### config.mk
export PLATFORM = sky130hd
export DESIGN_NAME = miller_rabin_prime_test_64
export DESIGN_NICKNAME = d
export VERILOG_FILES = /design/src/sv/mrpt_pkg.sv /design/src/sv/mrpt_mulmod.sv /design/src/sv/mrpt_divrem.sv /design/src/sv/miller_rabin_prime_test_64.sv
export SDC_FILE = /design/constraint.sdc
export NUM_CORES = 2
export LEC_CHECK = 0
export ABC_AREA = 0
export CORE_MARGIN = 8
export CORE_UTILIZATION = 50
export CTS_BUF_LIST = sky130_fd_sc_hd__clkbuf_4 sky130_fd_sc_hd__clkbuf_8
export CTS_CLUSTER_SIZE = 20
export DETAILED_ROUTE_END_ITERATION = 8
export DONT_BUFFER_PORTS = 1
export GPL_TIMING_DRIVEN = 0
export MAX_ROUTING_LAYER = met4
export PLACE_DENSITY = 0.63
export SETUP_SLACK_MARGIN = 0.3
export SLEW_MARGIN = 0
export SYNTH_ARGS = -nofsm -noshare
export SYNTH_HDL_FRONTEND = slang
export SYNTH_SLANG_ARGS = --single-unit
### constraint.sdc
create_clock -name clk -period 18 [get_ports clk]
set_input_delay 4.5 -clock clk [delete_from_list [all_inputs] [get_ports clk]]
set_output_delay 4.5 -clock clk [all_outputs]
set_load 0.005 [all_outputs]
### src/sv/mrpt_pkg.sv
// shared types and constants for the 64-bit primality tester
package mrpt_pkg;

  localparam int unsigned W = 64;
  localparam int unsigned NBASES = 7;
  localparam int unsigned NPRIMES = 10;

  typedef logic [W-1:0] word_t;

  // command to the modular multiply unit
  typedef struct packed {
    logic  start;
    word_t a;
    word_t b;
  } mm_req_t;

  typedef struct packed {
    logic  done;
    word_t res;
  } mm_rsp_t;

  function automatic word_t mr_base(input logic [2:0] k);
    word_t v;
    case (k)
      3'd0:    v = 64'd2;
      3'd1:    v = 64'd325;
      3'd2:    v = 64'd9375;
      3'd3:    v = 64'd28178;
      3'd4:    v = 64'd450775;
      3'd5:    v = 64'd9780504;
      3'd6:    v = 64'd1795265022;
      default: v = 64'd2;
    endcase
    return v;
  endfunction

  function automatic word_t trial_prime(input logic [3:0] k);
    word_t v;
    case (k)
      4'd0:    v = 64'd2;
      4'd1:    v = 64'd3;
      4'd2:    v = 64'd5;
      4'd3:    v = 64'd7;
      4'd4:    v = 64'd11;
      4'd5:    v = 64'd13;
      4'd6:    v = 64'd17;
      4'd7:    v = 64'd19;
      4'd8:    v = 64'd23;
      4'd9:    v = 64'd29;
      default: v = 64'd2;
    endcase
    return v;
  endfunction

  // ceil(2^24 / p) for each trial prime
  function automatic logic [23:0] trial_recip(input logic [3:0] k);
    logic [23:0] v;
    case (k)
      4'd0:    v = 24'd8388608;
      4'd1:    v = 24'd5592406;
      4'd2:    v = 24'd3355444;
      4'd3:    v = 24'd2396746;
      4'd4:    v = 24'd1525202;
      4'd5:    v = 24'd1290556;
      4'd6:    v = 24'd986896;
      4'd7:    v = 24'd883012;
      4'd8:    v = 24'd729445;
      4'd9:    v = 24'd578525;
      default: v = 24'd8388608;
    endcase
    return v;
  endfunction

endpackage

### src/sv/mrpt_mulmod.sv
// bit-serial modular multiplier: one double-and-add step per cycle
module mrpt_mulmod (
  input  logic             clk,
  input  logic             rst_n,
  input  mrpt_pkg::word_t  modulus,
  input  mrpt_pkg::mm_req_t req,
  output mrpt_pkg::mm_rsp_t rsp
);
  import mrpt_pkg::*;

  logic        busy_r;
  logic [5:0]  cnt_r;
  word_t       a_r, b_r, acc_r;
  logic        done_r;

  word_t acc_dbl, acc_add;

  function automatic word_t addm(input word_t x, input word_t y, input word_t m);
    logic [W:0] s;
    s = {1'b0, x} + {1'b0, y};
    if (s >= {1'b0, m}) s = s - {1'b0, m};
    return s[W-1:0];
  endfunction

  always_comb begin
    acc_dbl = addm(acc_r, acc_r, modulus);
    acc_add = b_r[W-1] ? addm(acc_dbl, a_r, modulus) : acc_dbl;
  end

  always_ff @(posedge clk) begin
    if (!rst_n) begin
      busy_r <= 1'b0;
      done_r <= 1'b0;
      cnt_r  <= '0;
    end else begin
      done_r <= busy_r && (cnt_r == 6'(W-1));
      if (req.start && !busy_r) begin
        busy_r <= 1'b1;
        a_r    <= req.a;
        b_r    <= req.b;
        acc_r  <= '0;
        cnt_r  <= '0;
      end else if (busy_r) begin
        acc_r <= acc_add;
        b_r   <= {b_r[W-2:0], 1'b0};
        cnt_r <= cnt_r + 6'd1;
        if (cnt_r == 6'(W-1)) begin
          busy_r <= 1'b0;
        end
      end
    end
  end

  assign rsp.done = done_r;
  assign rsp.res  = acc_r;

`ifndef ASSERT_OFF
  a_done_pulse: assert property (@(posedge clk) disable iff (!rst_n)
    done_r |=> !done_r) else $error("mulmod done held");
  a_done_after_busy: assert property (@(posedge clk) disable iff (!rst_n)
    done_r |-> $past(busy_r)) else $error("mulmod done without work");
  a_res_lt_mod: assert property (@(posedge clk) disable iff (!rst_n)
    done_r |-> acc_r < modulus) else $error("mulmod result not reduced");
`endif

endmodule

### src/sv/mrpt_divrem.sv
// small-prime remainder unit: folds in one byte of the dividend per cycle
module mrpt_divrem (
  input  logic            clk,
  input  logic            rst_n,
  input  logic            start,
  input  mrpt_pkg::word_t dividend,
  input  logic [3:0]      sel,
  output logic            done,
  output logic [4:0]      rem
);
  import mrpt_pkg::*;

  logic        busy_r, done_r;
  logic [2:0]  cnt_r;
  logic [3:0]  sel_r;
  word_t       num_r;
  logic [4:0]  rem_r;

  word_t       prime_w;
  logic [23:0] recip;
  logic [12:0] fold;
  logic [36:0] prod;
  logic [12:0] quot;
  logic [17:0] back;
  logic [12:0] diff;
  logic [4:0]  rem_nxt;

  // rem*256 + byte stays below 29*256, so the 24-bit reciprocal quotient is exact
  always_comb begin
    prime_w = trial_prime(sel_r);
    recip   = trial_recip(sel_r);
    fold    = {rem_r, num_r[W-1 -: 8]};
    prod    = {24'd0, fold} * {13'd0, recip};
    quot    = prod[36:24];
    back    = {5'd0, quot} * {13'd0, prime_w[4:0]};
    diff    = fold - back[12:0];
    rem_nxt = diff[4:0];
  end

  always_ff @(posedge clk) begin
    if (!rst_n) begin
      busy_r <= 1'b0;
      done_r <= 1'b0;
      cnt_r  <= '0;
    end else begin
      done_r <= busy_r && (cnt_r == 3'd7);
      if (start && !busy_r) begin
        busy_r <= 1'b1;
        num_r  <= dividend;
        sel_r  <= sel;
        rem_r  <= '0;
        cnt_r  <= '0;
      end else if (busy_r) begin
        rem_r <= rem_nxt;
        num_r <= {num_r[W-9:0], 8'd0};
        cnt_r <= cnt_r + 3'd1;
        if (cnt_r == 3'd7) begin
          busy_r <= 1'b0;
        end
      end
    end
  end

  assign done = done_r;
  assign rem  = rem_r;

`ifndef ASSERT_OFF
  a_div_done_pulse: assert property (@(posedge clk) disable iff (!rst_n)
    done_r |=> !done_r) else $error("remainder done held");
  a_div_done_after_busy: assert property (@(posedge clk) disable iff (!rst_n)
    done_r |-> $past(busy_r)) else $error("remainder done without work");
  a_div_reduced: assert property (@(posedge clk) disable iff (!rst_n)
    done_r |-> rem_r < prime_w[4:0]) else $error("remainder not reduced");
`endif

endmodule

### src/sv/miller_rabin_prime_test_64.sv
// top level: sequencer for trial division and miller-rabin on 64-bit numbers
// Tests one unsigned 64-bit number per item and returns is_prime. Numbers
// below 4 and even numbers go straight to the result. Odd numbers run up
// to ten trial remainders on a byte-at-a-time remainder unit, then up to
// seven bases on one bit-serial modular multiplier: a reduction of the
// base mod n, a square-and-multiply ladder and the closing squarings, at
// most 126 products per base. The multiplier, one double-and-add step per
// cycle, sets the run time of an odd number. The input is not ready while
// an item is at work; the result waits in an output register.
module miller_rabin_prime_test_64 (
  input  logic        clk,
  input  logic        rst_n,
  input  logic        in_valid,
  output logic        in_ready,
  input  logic [63:0] in_number,
  output logic        out_valid,
  input  logic        out_ready,
  output logic        out_is_prime
);
  import mrpt_pkg::*;

  typedef enum logic [3:0] {
    S_IDLE, S_TRIAL, S_TRIAL_W, S_SPLIT, S_BASE, S_BASE_W,
    S_POW, S_POW_W, S_SQR, S_SQR_W, S_DONE
  } state_t;

  state_t      state_r;
  word_t       n_r, d_r, e_r, acc_r, sq_r;
  logic [6:0]  s_r, r_r;
  logic [3:0]  tp_r;
  logic [2:0]  bk_r;
  logic        pow_mul_r;   // 1: acc*sq pending, 0: sq*sq
  logic        out_valid_r, out_is_prime_r;

  logic        dv_start, dv_done;
  logic [4:0]  dv_rem;
  mm_req_t     mm_req;
  mm_rsp_t     mm_rsp;
  word_t       nm1;

  assign nm1 = n_r - 64'd1;

  mrpt_divrem u_div (
    .clk(clk), .rst_n(rst_n), .start(dv_start), .dividend(n_r),
    .sel(tp_r), .done(dv_done), .rem(dv_rem)
  );

  mrpt_mulmod u_mul (
    .clk(clk), .rst_n(rst_n), .modulus(n_r), .req(mm_req), .rsp(mm_rsp)
  );

  always_comb begin
    dv_start = (state_r == S_TRIAL);
    mm_req.start = (state_r == S_BASE) || (state_r == S_POW) || (state_r == S_SQR);
    mm_req.a     = (state_r == S_POW && pow_mul_r) ? acc_r : sq_r;
    mm_req.b     = sq_r;
    if (state_r == S_SQR) begin
      mm_req.a = acc_r;
      mm_req.b = acc_r;
    end
    // base mod n as 1 * base mod n
    if (state_r == S_BASE) begin
      mm_req.a = 64'd1;
      mm_req.b = mr_base(bk_r);
    end
  end

  assign in_ready     = (state_r == S_IDLE) && !out_valid_r;
  assign out_valid    = out_valid_r;
  assign out_is_prime = out_is_prime_r;

  always_ff @(posedge clk) begin
    if (!rst_n) begin
      state_r     <= S_IDLE;
      out_valid_r <= 1'b0;
    end else begin
      if (out_valid_r && out_ready) out_valid_r <= 1'b0;
      case (state_r)
        S_IDLE: begin
          if (in_valid && in_ready) begin
            n_r <= in_number;
            tp_r <= '0;
            if (in_number < 64'd4) begin
              out_is_prime_r <= (in_number >= 64'd2);
              state_r <= S_DONE;
            end else if (!in_number[0]) begin
              out_is_prime_r <= 1'b0;
              state_r <= S_DONE;
            end else begin
              state_r <= S_TRIAL;
            end
          end
        end
        S_TRIAL: state_r <= S_TRIAL_W;
        S_TRIAL_W: begin
          if (dv_done) begin
            if (n_r == trial_prime(tp_r)) begin
              out_is_prime_r <= 1'b1;
              state_r <= S_DONE;
            end else if (dv_rem == '0) begin
              out_is_prime_r <= 1'b0;
              state_r <= S_DONE;
            end else if (tp_r == 4'(NPRIMES-1)) begin
              d_r <= nm1;
              s_r <= '0;
              state_r <= S_SPLIT;
            end else begin
              tp_r <= tp_r + 4'd1;
              state_r <= S_TRIAL;
            end
          end
        end
        // strip factors of two from n-1, one per cycle
        S_SPLIT: begin
          if (d_r[0]) begin
            bk_r <= '0;
            state_r <= S_BASE;
          end else begin
            d_r <= {1'b0, d_r[W-1:1]};
            s_r <= s_r + 7'd1;
          end
        end
        S_BASE: state_r <= S_BASE_W;
        S_BASE_W: begin
          if (mm_rsp.done) begin
            if (mm_rsp.res == '0) begin
              if (bk_r == 3'(NBASES-1)) begin
                out_is_prime_r <= 1'b1;
                state_r <= S_DONE;
              end else begin
                bk_r <= bk_r + 3'd1;
                state_r <= S_BASE;
              end
            end else begin
              sq_r <= mm_rsp.res;
              acc_r <= 64'd1;
              e_r <= d_r;
              pow_mul_r <= d_r[0];
              state_r <= S_POW;
            end
          end
        end
        S_POW: state_r <= S_POW_W;
        S_POW_W: begin
          if (mm_rsp.done) begin
            if (pow_mul_r) begin
              acc_r <= mm_rsp.res;
              pow_mul_r <= 1'b0;
              // ladder finished
              if (e_r[W-1:1] == '0) begin
                if (mm_rsp.res == 64'd1 || mm_rsp.res == nm1) begin
                  if (bk_r == 3'(NBASES-1)) begin
                    out_is_prime_r <= 1'b1;
                    state_r <= S_DONE;
                  end else begin
                    bk_r <= bk_r + 3'd1;
                    state_r <= S_BASE;
                  end
                end else if (s_r <= 7'd1) begin
                  out_is_prime_r <= 1'b0;
                  state_r <= S_DONE;
                end else begin
                  r_r <= 7'd1;
                  state_r <= S_SQR;
                end
              end else begin
                state_r <= S_POW;  // square next
              end
            end else begin
              sq_r <= mm_rsp.res;
              e_r <= {1'b0, e_r[W-1:1]};
              pow_mul_r <= e_r[1];
              state_r <= S_POW;
            end
          end
        end
        S_SQR: state_r <= S_SQR_W;
        S_SQR_W: begin
          if (mm_rsp.done) begin
            acc_r <= mm_rsp.res;
            if (mm_rsp.res == nm1) begin
              if (bk_r == 3'(NBASES-1)) begin
                out_is_prime_r <= 1'b1;
                state_r <= S_DONE;
              end else begin
                bk_r <= bk_r + 3'd1;
                state_r <= S_BASE;
              end
            end else if (r_r + 7'd1 >= s_r) begin
              out_is_prime_r <= 1'b0;
              state_r <= S_DONE;
            end else begin
              r_r <= r_r + 7'd1;
              state_r <= S_SQR;
            end
          end
        end
        S_DONE: begin
          out_valid_r <= 1'b1;
          state_r <= S_IDLE;
        end
        default: state_r <= S_IDLE;
      endcase
    end
  end

`ifndef ASSERT_OFF
  a_out_hold: assert property (@(posedge clk) disable iff (!rst_n)
    out_valid && !out_ready |=> out_valid && $stable(out_is_prime))
    else $error("result dropped while stalled");
  a_busy_not_ready: assert property (@(posedge clk) disable iff (!rst_n)
    state_r != S_IDLE |-> !in_ready) else $error("ready while working");
  a_done_from_idle: assert property (@(posedge clk) disable iff (!rst_n)
    state_r == S_DONE |=> out_valid) else $error("no result after done");
`endif

endmodule
==> flow_results.org <==
** Yosys
- The share of the Yosys chip area taken by registers is 37.58%.
- Counting flops with an async set or reset pin after synthesis yields a share of 0%.
- In this run, synthesis inferred 607 flip-flops with an integrated enable.
- Cell area after technology mapping :: 0.05117 mm2
- During synthesis, Yosys emitted a total of 0 warnings.
- Counting every instance in the synthesized netlist gives 5473.
- Mapped Avg Cell Area :: 9.350 um2
- When the netlist entered floorplanning its net count stood at 6049.
- Counting flops and latches in the post-synthesis netlist gives 657.
- Dominant synthesized flop cell :: sky130_fd_sc_hd__edfxtp_1
- Synthesis instantiated 88 different standard cells from the library.

** Clock network
- Post-CTS Setup Repair Bufs :: 0
- Number of hold buffers added after CTS :: 0
- Clock buffer depth :: 3
- Counting the buffers created by CTS gives 116.
- Resized cells post-CTS :: 0
- Clk_lat worst skew :: 820 ps
- The tree built by TritonCTS fans out to 657 sinks.
- Clock tree from TritonCTS :: yes
- Reg clk slew, reported paths :: 70 ps
- CTS placed an instance of sky130_fd_sc_hd__clkbuf_8 at the clock tree root.
- H-tree depth reported by CTS :: 3

** Run status
- The run finished with clean final reports.

** Detailed routing
- After detailed routing, the number of vias per cell comes to 6.130.
- The first detailed-routing pass took 7 iterations.
- Dividing the detail-routed wire length by the instance count gives 27.26 um.
- Violation count after the first detailed-route iteration :: 4800
- DRC violation count after routing :: 0
- In this run the remaining antenna-violating nets after routing total 0.
- Sum of routed wire length over all layers :: 193200 um
- The routed layout has 43440 vias.

** Critical path
- Crit end category :: register
- Data on the critical path arrives at its endpoint at 14530 ps.
- Critical Path Source Type :: register
- Together, buffers and inverters on the worst path number 8.
- Dominant cell type by count on the critical path :: sky130_fd_sc_hd__clkbuf_1
- For the worst setup path, the data required time is 18480 ps.
- In this run the register-to-register setup slack is 3950 ps.
- Largest stage delay, worst path :: 650 ps
- Kind of cell adding the most delay to the critical path :: compound AO/OA/AOI/OAI gates
- Cell type of the slowest stage on the worst timing path :: sky130_fd_sc_hd__clkbuf_1
- Maximum fanout encountered on the critical timing path :: 10
- The worst setup path is of the reg -> reg kind.

** Timing
- The clock period could shrink to 14050 ps.
- Largest clock skew in the final design :: 49.62 ps
- Final number of setup-violating endpoints :: 0
- Post-route setup slack :: 3950 ps
- The worst pin sits at a relative slew slack of 4.041%.
- Hold Fails Final Rpt :: 0
- Fmax :: 71.17 MHz
- For the pin with the worst max-slew slack, the measured transition is 1426 ps.
- Number of max-slew violations in the final report :: 0
- Setup repair after global routing left no endpoint under its margin.
- The worst path uses 78.06% of the clock period.

** GRT
- Entering global routing, the biggest net connects 66 pins.
- Number of antenna violations at the first check in global routing :: 11
- GR Util All Layers :: 34.53%
- The first global-routing pass estimated 278500 um of wire.
- The total overflow left after global routing is 0.
- Number of global-route vias before repair :: 42190

** Cells and area
- NumNets Final :: 6187
- Layout Area Growth over Synthesis :: 9.587%
- Share of cells above drive strength 1 :: 6.112%
- Once layout is done, the placed cells without fillers occupy 0.05608 mm2.

** Die
- 71 I/O pins were placed.
- For this configuration, the core starts out at a cell density of 50.37%.
- Vertical die dimension :: 335.9 um
- Floorplan die area :: 0.1128 mm2
- After floorplanning, the core was sized to cover 0.1016 mm2.
- Row cnt :: 117
- In this run the horizontal extent of the chip is 335.9 um.

** Place
- Cell Area, Placed :: 0.05333 mm2
- The HPWL after detailed placement is 158200 um.
- Port Buffers :: 0
- Minimum setup slack after placement :: 4229 ps
- Routability-driven placement finished with a final weighted congestion of 1.040.

** Flow run
- The tool flagged a number of max-cap violations equal to 0.

** Worst hold path
- Path category of the worst min-delay check :: reg -> reg
[cells in the final DEF, fill, tap and decap left out, drive strengths merged, types with 70 or more instances in the layout]
cell    instances
nor2          226
mux2           70
a21oi         493
clkbuf        419
ha            286
fa            222
nor3           78
inv           354
xnor2         237
a21o          138
nand4          87
nor4           91
o21ai         248
xor2          100
nand2         919
nand3         114
edfxtp        607
and2          199
[worst reg2reg max path, delay by kind of cell (launching register included)]
kind	cells	cell delay (ps)
and+or+nand+nor	6	2070
xor gates and xnor gates	1	180
adders and majority gates	3	1010
buffers and inverters	8	3960
AOI/OAI and AO/OA	22	6020
DFF	1	520
[metrics by stage]
step | utilization [%] | TNS (ps) | hold slack (ps) | instances
detailed placement | 52.50 | 0 | 511.9 | 6861
global route | 55.19 | 0 | 542.9 | 7083
floorplan | - | 0 | 478.0 | 5473
global placement | 52.05 | -389580 | 498.4 | 6841
finish | 55.20 | 0 | 524.2 | 7087
CTS | 55.17 | 0 | 527.3 | 7078
[flip-flops by register name (all words and copies together) (netlist names), 5 cells and up, named ones only]
name         flops
acc_r           64
d_r             64
e_r             63
n_r             64
r_r              7
s_r              7
sq_r            64
u_div.num_r     64
u_div.recip     23
u_div.rem        5
u_mul.a_r       64
u_mul.acc_r     64
u_mul.b_r       64
u_mul.cnt_r      6
[Yosys cell counts, types with 44 or more instances]
| library cell | n | share of area [%] |
|---|---|---|
| sky130_fd_sc_hd__a21o_1 | 138 | 2.0 |
| sky130_fd_sc_hd__ha_1 | 286 | 7.0 |
| sky130_fd_sc_hd__edfxtp_1 | 607 | 36 |
| sky130_fd_sc_hd__and3_1 | 48 | 0.59 |
| sky130_fd_sc_hd__a31oi_1 | 50 | 0.61 |
| sky130_fd_sc_hd__nor4_1 | 85 | 1.0 |
| sky130_fd_sc_hd__dfxtp_1 | 50 | 2.0 |
| sky130_fd_sc_hd__clkbuf_1 | 269 | 2.0 |
| sky130_fd_sc_hd__nand3_1 | 113 | 1.1 |
| sky130_fd_sc_hd__nor2_1 | 226 | 1.7 |
| sky130_fd_sc_hd__mux2_2 | 70 | 1.5 |
| sky130_fd_sc_hd__nor3_1 | 77 | 0.75 |
| sky130_fd_sc_hd__inv_1 | 347 | 2.5 |
| sky130_fd_sc_hd__nand2_1 | 918 | 6.7 |
| sky130_fd_sc_hd__o21ai_0 | 245 | 2.4 |
| sky130_fd_sc_hd__o211ai_1 | 44 | 0.65 |
| sky130_fd_sc_hd__a21oi_1 | 493 | 4.8 |
| sky130_fd_sc_hd__xor2_1 | 100 | 1.7 |
| sky130_fd_sc_hd__fa_1 | 222 | 8.7 |
| sky130_fd_sc_hd__nand4_1 | 87 | 1.1 |
| sky130_fd_sc_hd__and2_1 | 199 | 2.4 |
| sky130_fd_sc_hd__xnor2_1 | 237 | 4.1 |
[metal layers]
metal  GRT usage [%]  part of all wire, %  routed length (um)
met1           42.11                   39               74460
met2           54.15                   46               88420
met3           6.089                  8.9               17210
met4           19.67                  6.8               13120
met5               -                    0                   0
[cell families after synthesis]
family,Yosys count,share of synthesized area (%)
buf+inv,635,4.695
simple gates,1915,17.72
xor+xnor,341,5.944
fa+ha+maj,508,15.68
mux,100,2.127
flops,657,37.58
compound gates,1317,16.26
[path summary, 6_finish.rpt]
kind / from / end / cells past startpoint
max: n_r[4] / u_mul.acc_r[35] / 40
min: u_mul.b_r[13] / u_mul.b_r[14] / 2
max reg2reg: n_r[4] / u_mul.acc_r[35] / 40
min reg2reg: u_mul.b_r[13] / u_mul.b_r[14] / 2
[area by class of cell]
type	count	area [um2]
antenna	9	22.52
buffer	286	1092
clock buffer	150	1889
clock inverter	67	823.3
fill	9432	45520
inverter	349	1310
multi-input combinational	4181	29640
sequential	657	19230
tap	1368	1712
timing repair buffer	20	364.1
Power is not shown: default switching activity piles up to over one toggle a cycle in this logic, so the estimate is an artifact.
